===== config.mk =====
export PLATFORM = sky130hd
export DESIGN_NAME = http_chunked_body_decoder
export DESIGN_NICKNAME = d
export VERILOG_FILES = /design/src/rtl/hcbd_pkg.sv /design/src/rtl/hcbd_core.sv /design/src/rtl/http_chunked_body_decoder.sv
export SDC_FILE = /design/constraint.sdc
export NUM_CORES = 1
export LEC_CHECK = 0
export BUFFER_PORTS_ARGS = -buffer_cell sky130_fd_sc_hd__clkbuf_2
export CAP_MARGIN = 20
export CORE_MARGIN = 4
export CORE_UTILIZATION = 45
export DETAILED_ROUTE_END_ITERATION = 6
export PLACE_DENSITY = 0.68
export SLEW_MARGIN = 20
export SYNTH_ARGS = -nofsm -noshare
export SYNTH_HDL_FRONTEND = slang
export SYNTH_HIERARCHICAL = 1
export SYNTH_SLANG_ARGS = --single-unit

===== constraint.sdc =====
create_clock -name clk -period 2.48 [get_ports clk]
set_clock_uncertainty 0.05 [all_clocks]
set_input_delay 0.248 -clock clk [delete_from_list [all_inputs] [get_ports clk]]
set_output_delay 0.248 -clock clk [all_outputs]
set_load 0.005 [all_outputs]

===== src/rtl/hcbd_pkg.sv =====
// Shared types, codes and helpers for the chunked body decoder.
// No dependencies; imported by hcbd_core and http_chunked_body_decoder.
`timescale 1ns / 1ps

package hcbd_pkg;

    // Default width of the chunk size counter
    localparam int SIZE_WIDTH_DEF = 32;

    // Result status codes
    localparam logic [1:0] ST_OK     = 2'd0;
    localparam logic [1:0] ST_ERROR  = 2'd1;
    localparam logic [1:0] ST_ENDED  = 2'd2;
    localparam logic [1:0] ST_CLOSED = 2'd3;

    // Line terminator characters
    localparam logic [7:0] CH_CR = 8'h0D;
    localparam logic [7:0] CH_LF = 8'h0A;

    // One result item
    typedef struct packed {
        logic       data_valid;
        logic [7:0] data_byte;
        logic [1:0] status;
    } result_t;

    // Decoder state flags seen by the top level
    typedef struct packed {
        logic done;
        logic error;
    } core_flags_t;

    // Hex digit decode: bit 4 set when the character is a hex digit
    function automatic logic [4:0] hex_value(input logic [7:0] c);
        logic [4:0] r;
        begin
            r = 5'd0;
            if (c >= 8'h30 && c <= 8'h39)
            begin
                r = {1'b1, c[3:0]};
            end
            else if ((c >= 8'h61 && c <= 8'h66) || (c >= 8'h41 && c <= 8'h46))
            begin
                r = {1'b1, c[3:0] + 4'd9};
            end
            return r;
        end
    endfunction

endpackage


===== src/rtl/hcbd_core.sv =====
// Parser state machine of the chunked body decoder: phase and chunk counter.
// Depends on hcbd_pkg.
`timescale 1ns / 1ps

module hcbd_core
    import hcbd_pkg::*;
#(
    parameter int SIZE_WIDTH = SIZE_WIDTH_DEF
)
(
    input  logic        clk,
    input  logic        rst_n,
    input  logic        step,       // consume in_byte this cycle
    input  logic [7:0]  in_byte,
    output result_t     result,     // result for in_byte in the current state
    output core_flags_t flags
);

    typedef enum logic [2:0] {
        PH_SIZE,
        PH_SIZE_LF,
        PH_DATA,
        PH_TRAIL_CR,
        PH_TRAIL_LF,
        PH_DONE,
        PH_ERROR
    } phase_t;

    phase_t                  phase_reg;
    phase_t                  phase_next;
    logic [SIZE_WIDTH-1:0]   remaining_reg;
    logic [SIZE_WIDTH-1:0]   remaining_next;
    logic [4:0]              hex;

    assign hex = hex_value(in_byte);

    // Work out next state and the result for this byte
    always_comb
    begin
        phase_next        = phase_reg;
        remaining_next    = remaining_reg;
        result.data_valid = 1'b0;
        result.data_byte  = 8'd0;
        result.status     = ST_OK;
        case (phase_reg)
            PH_SIZE:
            begin
                if (in_byte == CH_CR)
                begin
                    phase_next = PH_SIZE_LF;
                end
                else if (!hex[4] || (remaining_reg[SIZE_WIDTH-1 -: 4] != 4'd0))
                begin
                    phase_next    = PH_ERROR;
                    result.status = ST_ERROR;
                end
                else
                begin
                    remaining_next = {remaining_reg[SIZE_WIDTH-5:0], hex[3:0]};
                end
            end
            PH_SIZE_LF:
            begin
                if (in_byte != CH_LF)
                begin
                    phase_next    = PH_ERROR;
                    result.status = ST_ERROR;
                end
                else if (remaining_reg == '0)
                begin
                    // empty or zero size line: last chunk, mark with one
                    remaining_next = SIZE_WIDTH'(1);
                    phase_next     = PH_TRAIL_CR;
                end
                else
                begin
                    phase_next = PH_DATA;
                end
            end
            PH_DATA:
            begin
                result.data_valid = 1'b1;
                result.data_byte  = in_byte;
                remaining_next    = remaining_reg - SIZE_WIDTH'(1);
                if (remaining_reg == SIZE_WIDTH'(1))
                begin
                    phase_next = PH_TRAIL_CR;
                end
            end
            PH_TRAIL_CR:
            begin
                if (in_byte == CH_CR)
                begin
                    phase_next = PH_TRAIL_LF;
                end
                else
                begin
                    phase_next    = PH_ERROR;
                    result.status = ST_ERROR;
                end
            end
            PH_TRAIL_LF:
            begin
                if (in_byte != CH_LF)
                begin
                    phase_next    = PH_ERROR;
                    result.status = ST_ERROR;
                end
                else if (remaining_reg != '0)
                begin
                    remaining_next = '0;
                    phase_next     = PH_DONE;
                    result.status  = ST_ENDED;
                end
                else
                begin
                    phase_next = PH_SIZE;
                end
            end
            PH_DONE:
            begin
                result.status = ST_CLOSED;
            end
            default:
            begin
                phase_next    = PH_ERROR;
                result.status = ST_ERROR;
            end
        endcase
    end

    // Hold state; advance only when an item is consumed
    always_ff @(posedge clk or negedge rst_n)
    begin
        if (!rst_n)
        begin
            phase_reg     <= PH_SIZE;
            remaining_reg <= '0;
        end
        else if (step)
        begin
            phase_reg     <= phase_next;
            remaining_reg <= remaining_next;
        end
    end

    assign flags.done  = (phase_reg == PH_DONE);
    assign flags.error = (phase_reg == PH_ERROR);

endmodule


===== src/rtl/http_chunked_body_decoder.sv =====
// Top level of the chunked transfer body decoder: input register, parser, result register.
// Depends on hcbd_pkg and hcbd_core.
//
//   channel   dir   tdata                 tuser                   accepted when
//   s_axis    in    [7:0] in_byte         -                       tvalid & tready
//   m_axis    out   [7:0] data_byte       [0] data_valid,         tvalid & tready
//                                         [2:1] status
//
// One item per clock sustained while m_axis takes every result; each item passes the input
// register, then the parser into the result register, before it is offered on m_axis.
// The parser state advances as an item moves from the input to the result register.
// Reset clears both registers' valid flags and puts the parser at the start of a size line.
// A stalled output holds its result; the input register still takes one more item.
`timescale 1ns / 1ps

module http_chunked_body_decoder
    import hcbd_pkg::*;
#(
    parameter int SIZE_WIDTH = SIZE_WIDTH_DEF
)
(
    input  logic       clk,
    input  logic       rst_n,
    input  logic       s_axis_tvalid,
    output logic       s_axis_tready,
    input  logic [7:0] s_axis_tdata,   // [7:0] in_byte
    output logic       m_axis_tvalid,
    input  logic       m_axis_tready,
    output logic [7:0] m_axis_tdata,   // [7:0] data_byte
    output logic [2:0] m_axis_tuser    // [0] data_valid, [2:1] status
);

    logic        in_valid_reg;
    logic [7:0]  in_byte_reg;
    logic        out_valid_reg;
    result_t     out_result_reg;
    logic        advance;
    result_t     core_result;
    core_flags_t core_flags;

    // Move an item into the result register when that register is free or its result is being taken
    assign advance       = in_valid_reg && (!out_valid_reg || m_axis_tready);
    assign s_axis_tready = !in_valid_reg || advance;

    // Hold the incoming item
    always_ff @(posedge clk or negedge rst_n)
    begin
        if (!rst_n)
        begin
            in_valid_reg <= 1'b0;
        end
        else if (s_axis_tready)
        begin
            in_valid_reg <= s_axis_tvalid;
        end
    end

    always_ff @(posedge clk)
    begin
        if (s_axis_tready && s_axis_tvalid)
        begin
            in_byte_reg <= s_axis_tdata;
        end
    end

    hcbd_core #(
        .SIZE_WIDTH (SIZE_WIDTH)
    ) u_core (
        .clk     (clk),
        .rst_n   (rst_n),
        .step    (advance),
        .in_byte (in_byte_reg),
        .result  (core_result),
        .flags   (core_flags)
    );

    // Register the result; drop valid once taken
    always_ff @(posedge clk or negedge rst_n)
    begin
        if (!rst_n)
        begin
            out_valid_reg <= 1'b0;
        end
        else if (advance)
        begin
            out_valid_reg <= 1'b1;
        end
        else if (m_axis_tready)
        begin
            out_valid_reg <= 1'b0;
        end
    end

    always_ff @(posedge clk)
    begin
        if (advance)
        begin
            out_result_reg <= core_result;
        end
    end

    assign m_axis_tvalid = out_valid_reg;
    assign m_axis_tdata  = out_result_reg.data_byte;
    assign m_axis_tuser  = {out_result_reg.status, out_result_reg.data_valid};

    // Error phase is sticky until reset
    assert property (@(posedge clk) disable iff (!rst_n)
        core_flags.error |=> core_flags.error)
        else $error("decoder left the error phase");

    // End of body is sticky until reset
    assert property (@(posedge clk) disable iff (!rst_n)
        core_flags.done |=> core_flags.done)
        else $error("decoder left the closed phase");

    // A payload byte always carries status ok
    assert property (@(posedge clk) disable iff (!rst_n)
        (m_axis_tvalid && m_axis_tuser[0]) |-> (m_axis_tuser[2:1] == ST_OK))
        else $error("payload byte with non-ok status");

    // A non-payload result carries a zero byte
    assert property (@(posedge clk) disable iff (!rst_n)
        (m_axis_tvalid && !m_axis_tuser[0]) |-> (m_axis_tdata == 8'd0))
        else $error("non-payload result with nonzero byte");

    // A stalled, full pipeline takes no new item
    assert property (@(posedge clk) disable iff (!rst_n)
        (in_valid_reg && out_valid_reg && !m_axis_tready) |-> !s_axis_tready)
        else $error("input accepted while both registers are full");

endmodule

== Yosys cells after proc, flatten, opt, wreduce, memory -nomap -nowiden ==
Cells that the tools add are included.

* $add $sub $neg: 2
* Magnitude comparators: 6
* Eq/ne operators: 16
* Muxes and demuxes: 28
* Bitwise gates (word level): 1
* Reductions and logical operators: 20

{| class="wikitable"
|+ Operators with widths
! operator !! count
|-
| $mux W32 || 6
|-
| $pmux W32 S4 || 1
|-
| $eq A32 B1 Y1 const B || 1
|-
| $logic_not A32 Y1 || 1
|-
| $reduce_bool A32 Y1 || 1
|-
| $sub A32 B1 Y32 const B || 1
|-
| $mux W3 || 6
|-
| $pmux W3 S6 || 1
|-
| $ge A8 B7 Y1 const B || 2
|-
| $le A8 B7 Y1 const B || 2
|-
| $pmux W2 S6 || 1
|-
| $mux W5 || 2
|-
| $mux W9 || 1
|-
| $eq A8 B4 Y1 const B || 1
|-
| $ge A8 B6 Y1 const B || 1
|-
| $le A8 B6 Y1 const B || 1
|-
| $mux W2 || 4
|-
| $ne A2 B2 Y1 const B || 4
|-
| $ne A8 B4 Y1 const B || 1
|-
| $reduce_and A8 Y1 || 1
|-
| $reduce_bool A4 Y1 || 2
|-
| $eq A3 B2 Y1 const B || 2
|-
| $eq A3 B3 Y1 const B || 2
|-
| $mux W1 || 6
|-
| other kinds (11) || 22
|}

* Bits in registers: 56
* Bits of input ports: 12
* Output and inout bits: 13
* Logic and storage cells: 81

== Logic depth before layout (Yosys ltp) ==
Gate-level depths: netlist of run 1.

* Depth in word-level cells: 10
* Depth in mapped cells: 10

== Hierarchy ==
Netlist of run 1, hierarchy kept.

{| class="wikitable"
|+ Modules (own cells, without submodules)
! module !! times used !! cells each !! area each (µm²) !! sequential area each (µm²)
|-
| hcbd_core || 1 || 359 || 2861.5 || 875.8
|-
| http_chunked_body_decoder || 1 || 27 || 674.4 || 620.6
|}

== Least setup slack after synthesis of run 1 ==
OpenSTA, ideal clock, no wires.

* Kind: flip-flop to flip-flop
* From: register in_byte_reg[0]
* To: register u_core.remaining_reg[25]
* Setup time: 0.122 ns
* Data arrival time: 2.278 ns
* Data required time: 2.308 ns
* Setup slack: 0.031 ns
* Stages on the path, launching flop included: 11
* Buffers on the path: 2
* Period minus slack after synthesis: 2.449 ns
* Cells stage by stage: edfxtp_1 > inv_1 > ha_1 > or3b_1 > and3_1 > buf_2 > o21a_1 > o211ai_2 > clkbuf_1 > mux2i_1 > nand2_1

* Longest elaborated chain between the ends: 9
* Elaborated cells between the ends (all ways): 21
* Those cells by class: order compare (6); eq/ne (6); mux (2); reduce/logical (7)

{| class="wikitable"
|+ Ends and longest elaborated chain
! element !! line !! RTL
|-
| from (decl) || http_chunked_body_decoder.sv:34 || <nowiki>logic [7:0] in_byte_reg;</nowiki>
|-
| from (signal assigned) || http_chunked_body_decoder.sv:62 || <nowiki>in_byte_reg <= s_axis_tdata;</nowiki>
|-
| $ge A8 B7 Y1 / $le A8 B7 Y1 (equally long branches) || hcbd_pkg.sv:42 || <nowiki>else if ((c >= 8'h61 && c <= 8'h66) || (c >= 8'h41 && c <= 8'h46))</nowiki>
|-
| $logic_and A1 B1 Y1 || hcbd_pkg.sv:42 ||
|-
| $logic_or A1 B1 Y1 || hcbd_pkg.sv:42 ||
|-
| $mux W5 || hcbd_pkg.sv:42 ||
|-
| $mux W5 || hcbd_pkg.sv:38 || <nowiki>if (c >= 8'h30 && c <= 8'h39)</nowiki>
|-
| $logic_not A1 Y1 || hcbd_core.sv:52 || <nowiki>else if (!hex[4] || (remaining_reg[SIZE_WIDTH-1 -: 4] != 4'd0))</nowiki>
|-
| $logic_or A1 B1 Y1 || hcbd_core.sv:52 ||
|-
| $ne A2 B2 Y1 (no line) || - ||
|-
| $reduce_and A8 Y1 (no line) * || - ||
|-
| to (signal assigned) || hcbd_core.sv:143 || <nowiki>remaining_reg <= remaining_next;</nowiki>
|-
| to (decl) || hcbd_core.sv:31 || <nowiki>logic [SIZE_WIDTH-1:0] remaining_reg;</nowiki>
|}

Mark *: on every way between the ends. The rest lies on a longest branch, timed or not.
A chain may end at the register's enable or synchronous reset.

== Final worst setup path of run 1 ==
* From: register in_byte_reg[0]
* To: register u_core.remaining_reg[26]

The elaborated chain is that of the path after synthesis.

==> results of run 1 <==
through the flow:
step / total power (µW) / hold slack (ns) / setup TNS (ns)
after floorplan: 3290 / -0.0976 / 0
after global placement: 4080 / 0.376 / 0
after detailed placement: 4120 / 0.377 / 0
after CTS: 4750 / 0.0424 / 0
after global routing: 5210 / 0.0347 / -0.381
final: 4840 / -0.0124 / 0
final cells by class:
cell class,instances,area share
Tap cell,102,0.0306
Clock inverter,3,0.0111
Sequential cell,56,0.358
Multi-Input combinational cell,288,0.456
Clock buffer,5,0.0165
Inverter,11,0.00989
Timing Repair Buffer,69,0.118
metal layers:
layer / up-vias / GRT usage
met5: - / 0
met4: 0 / 0.0526
met3: 17 / 0.0318
met2: 122 / 0.344
met1: 1616 / 0.274
li1: 1559 / -
what timing repair did:
item                                    CTS  global route
gates resized for setup                   0            17
setup buffers                             0             3
endpoints found under the setup margin    0            35
hold endpoints to repair                  0             0
where the power goes:
part | total [µW] | internal, µW | switching [µW]
clock | 615 | 305 | 311
combinational | 2610 | 1140 | 1470
sequential | 1620 | 1290 | 326
total | 4840 | 2740 | 2100
final timing paths:
path	start	to	slack, ns	cells past startpoint
worst max-delay path	in_byte_reg[0]	u_core/remaining_reg[26]	0.07	9
worst min-delay path	rst_n	u_core/remaining_reg[20]	-0.01	1
worst max register to register	in_byte_reg[0]	u_core/remaining_reg[26]	0.07	9
worst min register to register	in_valid_reg	m_axis_tvalid	0.50	1
max in group asynchronous	rst_n	u_core/remaining_reg[25]	1.85	1
min in group clk	s_axis_tdata[0]	in_byte_reg[0]	0.05	1
==> impl_metrics.env, run 1 <==
export IMPL_holdWs_ns=-0.0124
export IMPL_cts_tree="built"
export IMPL_die_h_um=96.5
export IMPL_clk_latency_ns=0.31
export IMPL_synth_cells=384
export IMPL_ioPinCount=25
export IMPL_cts_path_max_buffers=2
export IMPL_cellPowerDensity_mw_per_mm2=1160
export IMPL_antenna_found_initial=0
export IMPL_slew_headroom=0.428
export IMPL_status="finished, violations left"
export IMPL_maxCapViolations=0
export IMPL_synth_nets=403
export IMPL_htreeDepth=2
export IMPL_core_mm2=0.00769
export IMPL_grt_usage=0.204
export IMPL_via_per_inst=6.21
export IMPL_seqCellArea_mm2=0.00150
export IMPL_setup_ws_ns=0.0657
export IMPL_num_antenna_cells=0
export IMPL_dp_cells=522
export IMPL_hold_path_class="primary input to asynchronous set/reset pin"
export IMPL_route_met3_wl_um=403
export IMPL_setup_viol=0
export IMPL_highest_layer="met4"
export IMPL_worstPathArrival_ns=2.54
export IMPL_fin_crit_sh=0.974
export IMPL_place_area_mm2=0.00397
export IMPL_final_area_mm2=0.00418
export IMPL_tightest_slew_ns=0.858
export IMPL_syn_area_per_cell_um2=9.18
export IMPL_grt_setup_unrepaired="yes"
export IMPL_path_clk_slew_ns=0.10
export IMPL_synth_area_mm2=0.00353
export IMPL_vias=3314
export IMPL_wl_met2_um=4530
export IMPL_multiInputGateArea_mm2=0.00190
export IMPL_routed_wl_um=9280
export IMPL_drive_above_1_share=0.241
export IMPL_port_buffers=24
export IMPL_crit_fanout=19
export IMPL_place_ws_ns=0.0393
export IMPL_drcViolationCount=0
export IMPL_grt_pass1_vias=3120
export IMPL_fp_row_count=32
export IMPL_largest_reg_flops=32
export IMPL_p_leak_uw=0.00158
export IMPL_place_gp_congestion=0.893
export IMPL_fill_cells=724
export IMPL_place_detailed_hpwl_um=6380
export IMPL_critPathSlowestCell="edfxtp_1"
export IMPL_fin_nets=450
export IMPL_layout_common_cells="nor2_1, buf_4, dfrtp_1, o21ai_0, a21oi_1"
export IMPL_criticalPathCategory="flip-flop to flip-flop"
export IMPL_cts_sinks=56
export IMPL_fmax_mhz=414
export IMPL_initial_core_util=0.459
export IMPL_hold_viol=23
export IMPL_final_antenna_net_count=0
export IMPL_violations="hold timing"
export IMPL_cp_slowest_stage_delay_ns=0.45
export IMPL_grt_overflow_total=0
export IMPL_fp_dieW_um=96.5
export IMPL_cp_top_family="simple AND/OR/NAND/NOR gates"
export IMPL_wl_per_cell_um=17.4
export IMPL_design_die_area_mm2=0.00932
export IMPL_end_kind="flip-flop"
export IMPL_utilization=0.543
export IMPL_ys_warn_count=6
export IMPL_finalNonFillerCells=534
export IMPL_grt_max_degree=38
export IMPL_crit_chain="inv_2 -> ha_2 -> or3b_1 -> and3_4 -> o21a_1 -> o211ai_4 -> or2_4 -> buf_12 -> o211ai_1"
export IMPL_ctsHoldBuffers=0
export IMPL_cts_buffers=5
export IMPL_area_growth_pct=18.5
export IMPL_drt_iter0_drc=211
export IMPL_maxSlewViolCount=0
export IMPL_grt_pass1_wl_um=15000
export IMPL_drt_met1_wl_um=4200
export IMPL_period_minus_slack_ns=2.41
export IMPL_critPathBufInv=2
export IMPL_cts_root_buf="clkbuf_8"
export IMPL_worstPathRequired_ns=2.61
export IMPL_startpoint_type="flip-flop"
export IMPL_vdd_drop_max_v=0.000464
export IMPL_drtPass1Iterations=5
export IMPL_final_common_cell="nor2_1"
No activity file was read; power rests on OpenSTA's default activity.
==> run 2, diff against run 1 <==
Settings changed: BUFFER_PORTS_ARGS -buffer_cell sky130_fd_sc_hd__clkbuf_2 to default, DONT_BUFFER_PORTS from default to 1, HOLD_SLACK_MARGIN from default to 0.02, PLACE_DENSITY 0.68 to 0.65.
==> impl_metrics.env, run 2 (synthesized netlist as in run 1, its figures left out) <==
export IMPL_routed_wl_um=9570
export IMPL_status="completed"
export IMPL_wl_per_cell_um=18.3
export IMPL_design_die_area_mm2=0.00932
export IMPL_power_uw=4640
export IMPL_cts_tree="built"
export IMPL_startpoint_type="flip-flop"
export IMPL_die_h_um=96.5
export IMPL_use_met2=0.343
export IMPL_vdd_drop_max_v=0.000400
export IMPL_largest_reg_flops=32
export IMPL_p_leak_uw=0.00152
export IMPL_fin_crit_sh=0.982
export IMPL_path_clk_slew_ns=0.11
export IMPL_setup_viol=0
export IMPL_num_antenna_cells=0
export IMPL_initial_core_util=0.459
export IMPL_cellPowerDensity_mw_per_mm2=1130
export IMPL_grtUsageMet3=0.0372
export IMPL_fin_nets=438
export IMPL_drt_iter0_drc=250
export IMPL_grt_max_degree=38
export IMPL_fmax_mhz=411
export IMPL_cts_buffers=5
export IMPL_cts_root_buf="clkbuf_8"
export IMPL_drive_above_1_share=0.174
export IMPL_tightest_slew_ns=0.450
export IMPL_fp_dieW_um=96.5
export IMPL_slew_headroom=0.698
export IMPL_place_gp_congestion=0.888
export IMPL_multiInputGateArea_mm2=0.00187
export IMPL_antenna_found_initial=0
export IMPL_grt_use_met1=0.311
export IMPL_final_common_cell="buf_4"
export IMPL_grt_setup_unrepaired="yes"
export IMPL_port_buffers=0
export IMPL_maxSlewViolCount=0
export IMPL_drcViolationCount=0
export IMPL_cts_sinks=56
export IMPL_ioPinCount=25
export IMPL_crit_fanout=14
export IMPL_cts_path_max_buffers=2
export IMPL_worstPathArrival_ns=2.58
export IMPL_maxCapViolations=0
export IMPL_layout_common_cells="buf_4, nor2_1, dfrtp_1, o21ai_0, a21oi_1"
export IMPL_place_detailed_hpwl_um=6510
export IMPL_core_mm2=0.00769
export IMPL_area_growth_pct=16.1
export IMPL_criticalPathCategory="flip-flop to flip-flop"
export IMPL_clk_latency_ns=0.31
export IMPL_grt_usage=0.216
export IMPL_final_antenna_net_count=0
export IMPL_htreeDepth=2
export IMPL_via_per_inst=6.22
export IMPL_end_kind="flip-flop"
export IMPL_fill_cells=728
export IMPL_fp_row_count=32
export IMPL_worstPathRequired_ns=2.63
export IMPL_hold_viol=0
export IMPL_grt_overflow_total=0
export IMPL_grt_pass1_wl_um=16000
export IMPL_grt_pass1_vias=3189
export IMPL_vias=3248
export IMPL_period_minus_slack_ns=2.43
export IMPL_drtPass1Iterations=5
export IMPL_utilization=0.533
export IMPL_hold_path_class="primary input to flip-flop"
export IMPL_busiest_layer="met2"
export IMPL_seqCellArea_mm2=0.00150
[run 2: changes by cell type in the layout (fill, tap and decap cells not counted), moves of 2 or more]
| cell | previous run | this run |
|---|---|---|
| inv_2 | 2 | 0 |
| buf_2 | 2 | 0 |
| inv_1 | 8 | 10 |
| dlygate4sd3_1 | 0 | 10 |
| ha_1 | 5 | 7 |
| clkbuf_2 | 23 | 0 |
| buf_4 | 39 | 44 |
| ha_2 | 2 | 0 |
[run 2: final cells by class]
type / instances / share of cell area
well taps: 102 / 0.0312
inverters: 11 / 0.0101
flip-flops and latches: 56 / 0.365
clock inverters: 3 / 0.00519
repair buffers: 57 / 0.115
multi-input cells: 288 / 0.456
clock buffers: 5 / 0.0168
[run 2: metal layers]
metal	wire length (µm)	vias up
met5	0	-
li1	-	1530
met1	4310	1563
met4	42	0
met2	4570	149
met3	646	6
[run 2: final timing paths]
| kind | startpoint | end | slack, ns | depth (start not counted) |
|---|---|---|---|---|
| max in group asynchronous | rst_n | u_core/remaining_reg[15] | 1.79 | 2 |
| min reg2reg | u_core/remaining_reg[31] | u_core/remaining_reg[31] | 0.50 | 2 |
| max | in_byte_reg[1] | u_core/remaining_reg[24] | 0.05 | 9 |
| min | m_axis_tready | m_axis_tvalid | 0.07 | 2 |
| min in group asynchronous | rst_n | in_valid_reg | 0.40 | 2 |
| max reg2reg | in_byte_reg[1] | u_core/remaining_reg[24] | 0.05 | 9 |
[run 2: critical path, cell delays in order, from the launching register on]
cell and delay (ns):
edfxtp_1 0.41, inv_1 0.11, ha_1 0.19, o21bai_1 0.11
a2111oi_4 0.39, o21a_1 0.18, o211ai_2 0.12, or2_1 0.26
buf_4 0.20, o31a_1 0.31
[run 2: per-stage QoR]
stage / area (µm²) / hold WS (ns) / worst slack (ns) / TNS [ns] / instances
3_5_place_dp: 3840 / -0.0959 / 0.0606 / 0 / 501
5_1_grt: 4100 / 0.0475 / -0.0804 / -0.869 / 522
4_1_cts: 4060 / 0.0580 / 0.0309 / 0 / 520
2_1_floorplan: 3530 / -0.0976 / 0.0307 / 0 / 384
3_3_place_gp: 3840 / -0.0961 / 0.0969 / 0 / 501
6_report: 4100 / 0.0667 / 0.0450 / 0 / 522
[run 2: repair_timing]
| item | in CTS | in global routing |
|---|---|---|
| hold endpoints to repair | 46 | 0 |
| setup buffers | 0 | 2 |
| hold buffers | 11 | 0 |
| gates resized for setup | 0 | 7 |
| endpoints found under the setup margin | 0 | 35 |
[run 2: power breakdown]
part | switching, µW | internal [µW] | total (µW)
logic | 1440 | 1040 | 2480
registers | 347 | 1300 | 1640
clock network | 310 | 202 | 512
total | 2100 | 2540 | 4640
==> run 3, diff against run 2 <==
Settings changed: CORE_MARGIN 4 to default, REMOVE_ABC_BUFFERS from default to 1.
==> impl_metrics.env, run 3 (synthesized netlist as in run 1, its figures left out) <==
export IMPL_status="completed"
export IMPL_crit_fanout=9
export IMPL_num_antenna_cells=0
export IMPL_tightest_slew_ns=0.461
export IMPL_final_common_cell="buf_4"
export IMPL_grt_pass1_vias=3045
export IMPL_setup_tns_ns=0
export IMPL_routed_wl_um=9410
export IMPL_cts_root_buf="clkbuf_8"
export IMPL_end_kind="flip-flop"
export IMPL_place_detailed_hpwl_um=6180
export IMPL_cellPowerDensity_mw_per_mm2=1140
export IMPL_final_antenna_net_count=0
export IMPL_initial_core_util=0.476
export IMPL_grt_max_degree=38
export IMPL_fin_crit_sh=0.980
export IMPL_grt_setup_unrepaired="yes"
export IMPL_worstReg2RegStart="in_byte_reg[1]"
export IMPL_cts_tree="built"
export IMPL_area_growth_pct=21.1
export IMPL_worstPathRequired_ns=2.64
export IMPL_port_buffers=0
export IMPL_criticalPathCategory="flip-flop to flip-flop"
export IMPL_worstPathArrival_ns=2.59
export IMPL_worstRegToRegCells=9
export IMPL_period_minus_slack_ns=2.43
export IMPL_via_per_inst=6.26
export IMPL_layout_common_cells="buf_4, nor2_1, dfrtp_1, a21oi_1, o21ai_0"
export IMPL_maxCapViolations=0
export IMPL_hold_depth=2
export IMPL_maxSlewViolCount=0
export IMPL_min_from="m_axis_tready"
export IMPL_design_die_area_mm2=0.00819
export IMPL_cts_path_max_buffers=2
export IMPL_fin_nets=446
export IMPL_vdd_drop_max_v=0.000540
export IMPL_fmax_mhz=411
export IMPL_fp_dieW_um=90.5
export IMPL_grt_pass1_wl_um=15300
export IMPL_drcViolationCount=0
export IMPL_die_h_um=90.5
export IMPL_place_gp_congestion=0.877
export IMPL_grt_overflow_total=0
export IMPL_path_clk_slew_ns=0.11
export IMPL_fp_row_count=31
export IMPL_r2r_setup_slack_ns=0.05
export IMPL_utilization=0.576
export IMPL_rr_endpoint="u_core/remaining_reg[22]"
export IMPL_hold_viol=0
export IMPL_vias=3301
export IMPL_drt_iter0_drc=276
export IMPL_htreeDepth=2
export IMPL_cts_buffers=5
export IMPL_ioPinCount=25
export IMPL_hold_path_class="primary input to flip-flop"
export IMPL_p_leak_uw=0.00159
export IMPL_startpoint_type="flip-flop"
export IMPL_slew_headroom=0.693
export IMPL_cts_sinks=56
export IMPL_drtPass1Iterations=5
export IMPL_wl_per_cell_um=17.9
export IMPL_antenna_found_initial=0
export IMPL_min_to="m_axis_tvalid"
export IMPL_drive_above_1_share=0.215
export IMPL_clk_latency_ns=0.31
export IMPL_setup_viol=0
export IMPL_grt_usage=0.228
export IMPL_largest_reg_flops=32
export IMPL_fill_cells=630
export IMPL_core_mm2=0.00741
## run 3: worst max-delay path by stage
stage	from	endpoint	slack [ns]	cells after the start
after floorplan	u_core/phase_reg[0]	u_core/remaining_reg[3]	-1.10	7
after global placement	in_byte_reg[7]	u_core/phase_reg[0]	0.12	7
after detailed placement	in_byte_reg[1]	u_core/remaining_reg[22]	0.06	9
after CTS	in_byte_reg[0]	u_core/remaining_reg[22]	0.03	9
after global routing	in_byte_reg[1]	u_core/remaining_reg[22]	-0.05	9
final	in_byte_reg[1]	u_core/remaining_reg[22]	0.05	9
## run 3: through the flow
| step | power [µW] | instances | worst slack [ns] | hold WS (ns) | area [µm²] |
|---|---|---|---|---|---|
| after floorplan | 3140 | 355 | -1.10 | -0.0976 | 3380 |
| after global placement | 4030 | 500 | 0.120 | -0.0969 | 3880 |
| after detailed placement | 4070 | 500 | 0.0595 | -0.0967 | 3880 |
| after CTS | 4630 | 519 | 0.0337 | 0.0507 | 4090 |
| after global routing | 5210 | 527 | -0.0543 | 0.0710 | 4270 |
| final | 4850 | 527 | 0.0493 | 0.0760 | 4270 |
## run 3: layer usage
layer	vias to the layer above	share of wire	global-route usage
li1	1545	-	-
met1	1596	0.45	0.331
met2	153	0.47	0.355
met3	7	0.075	0.0396
met4	0	0.0070	0.0497
met5	-	0	0
## run 3: what timing repair did
action / in CTS / in global routing
hold endpoints to repair: 46 / 0
setup buffers: 0 / 5
gates resized for setup: 0 / 27
hold buffers: 11 / 0
setup endpoints to repair: 0 / 27
## run 3: area by class of cell
cell class / instances / area [µm²] / share of cell area
clock buffer: 5 / 68.8 / 0.0161
clock inverter: 3 / 21.3 / 0.00498
inverter: 11 / 41.3 / 0.00967
multi-input combinational: 288 / 1920 / 0.450
sequential: 56 / 1500 / 0.350
tap: 99 / 124 / 0.0290
timing repair buffer: 65 / 598 / 0.140
## run 3: worst max-delay path: stages, from the launching register on
cell and delay [ns]:
edfxtp_1 0.41, inv_2 0.11, ha_2 0.20, o21bai_2 0.08
a2111oi_4 0.33, o21a_1 0.21, o211ai_4 0.12, or2_4 0.34
clkbuf_16 0.18, a211o_1 0.29
## run 3: report_power, final
part           total, µW  switching (µW)  leakage (µW)  internal (µW)
registers           1620             329      0.000605           1300
logic               2710            1500      0.000936           1210
clock network        518             316     0.0000445            202
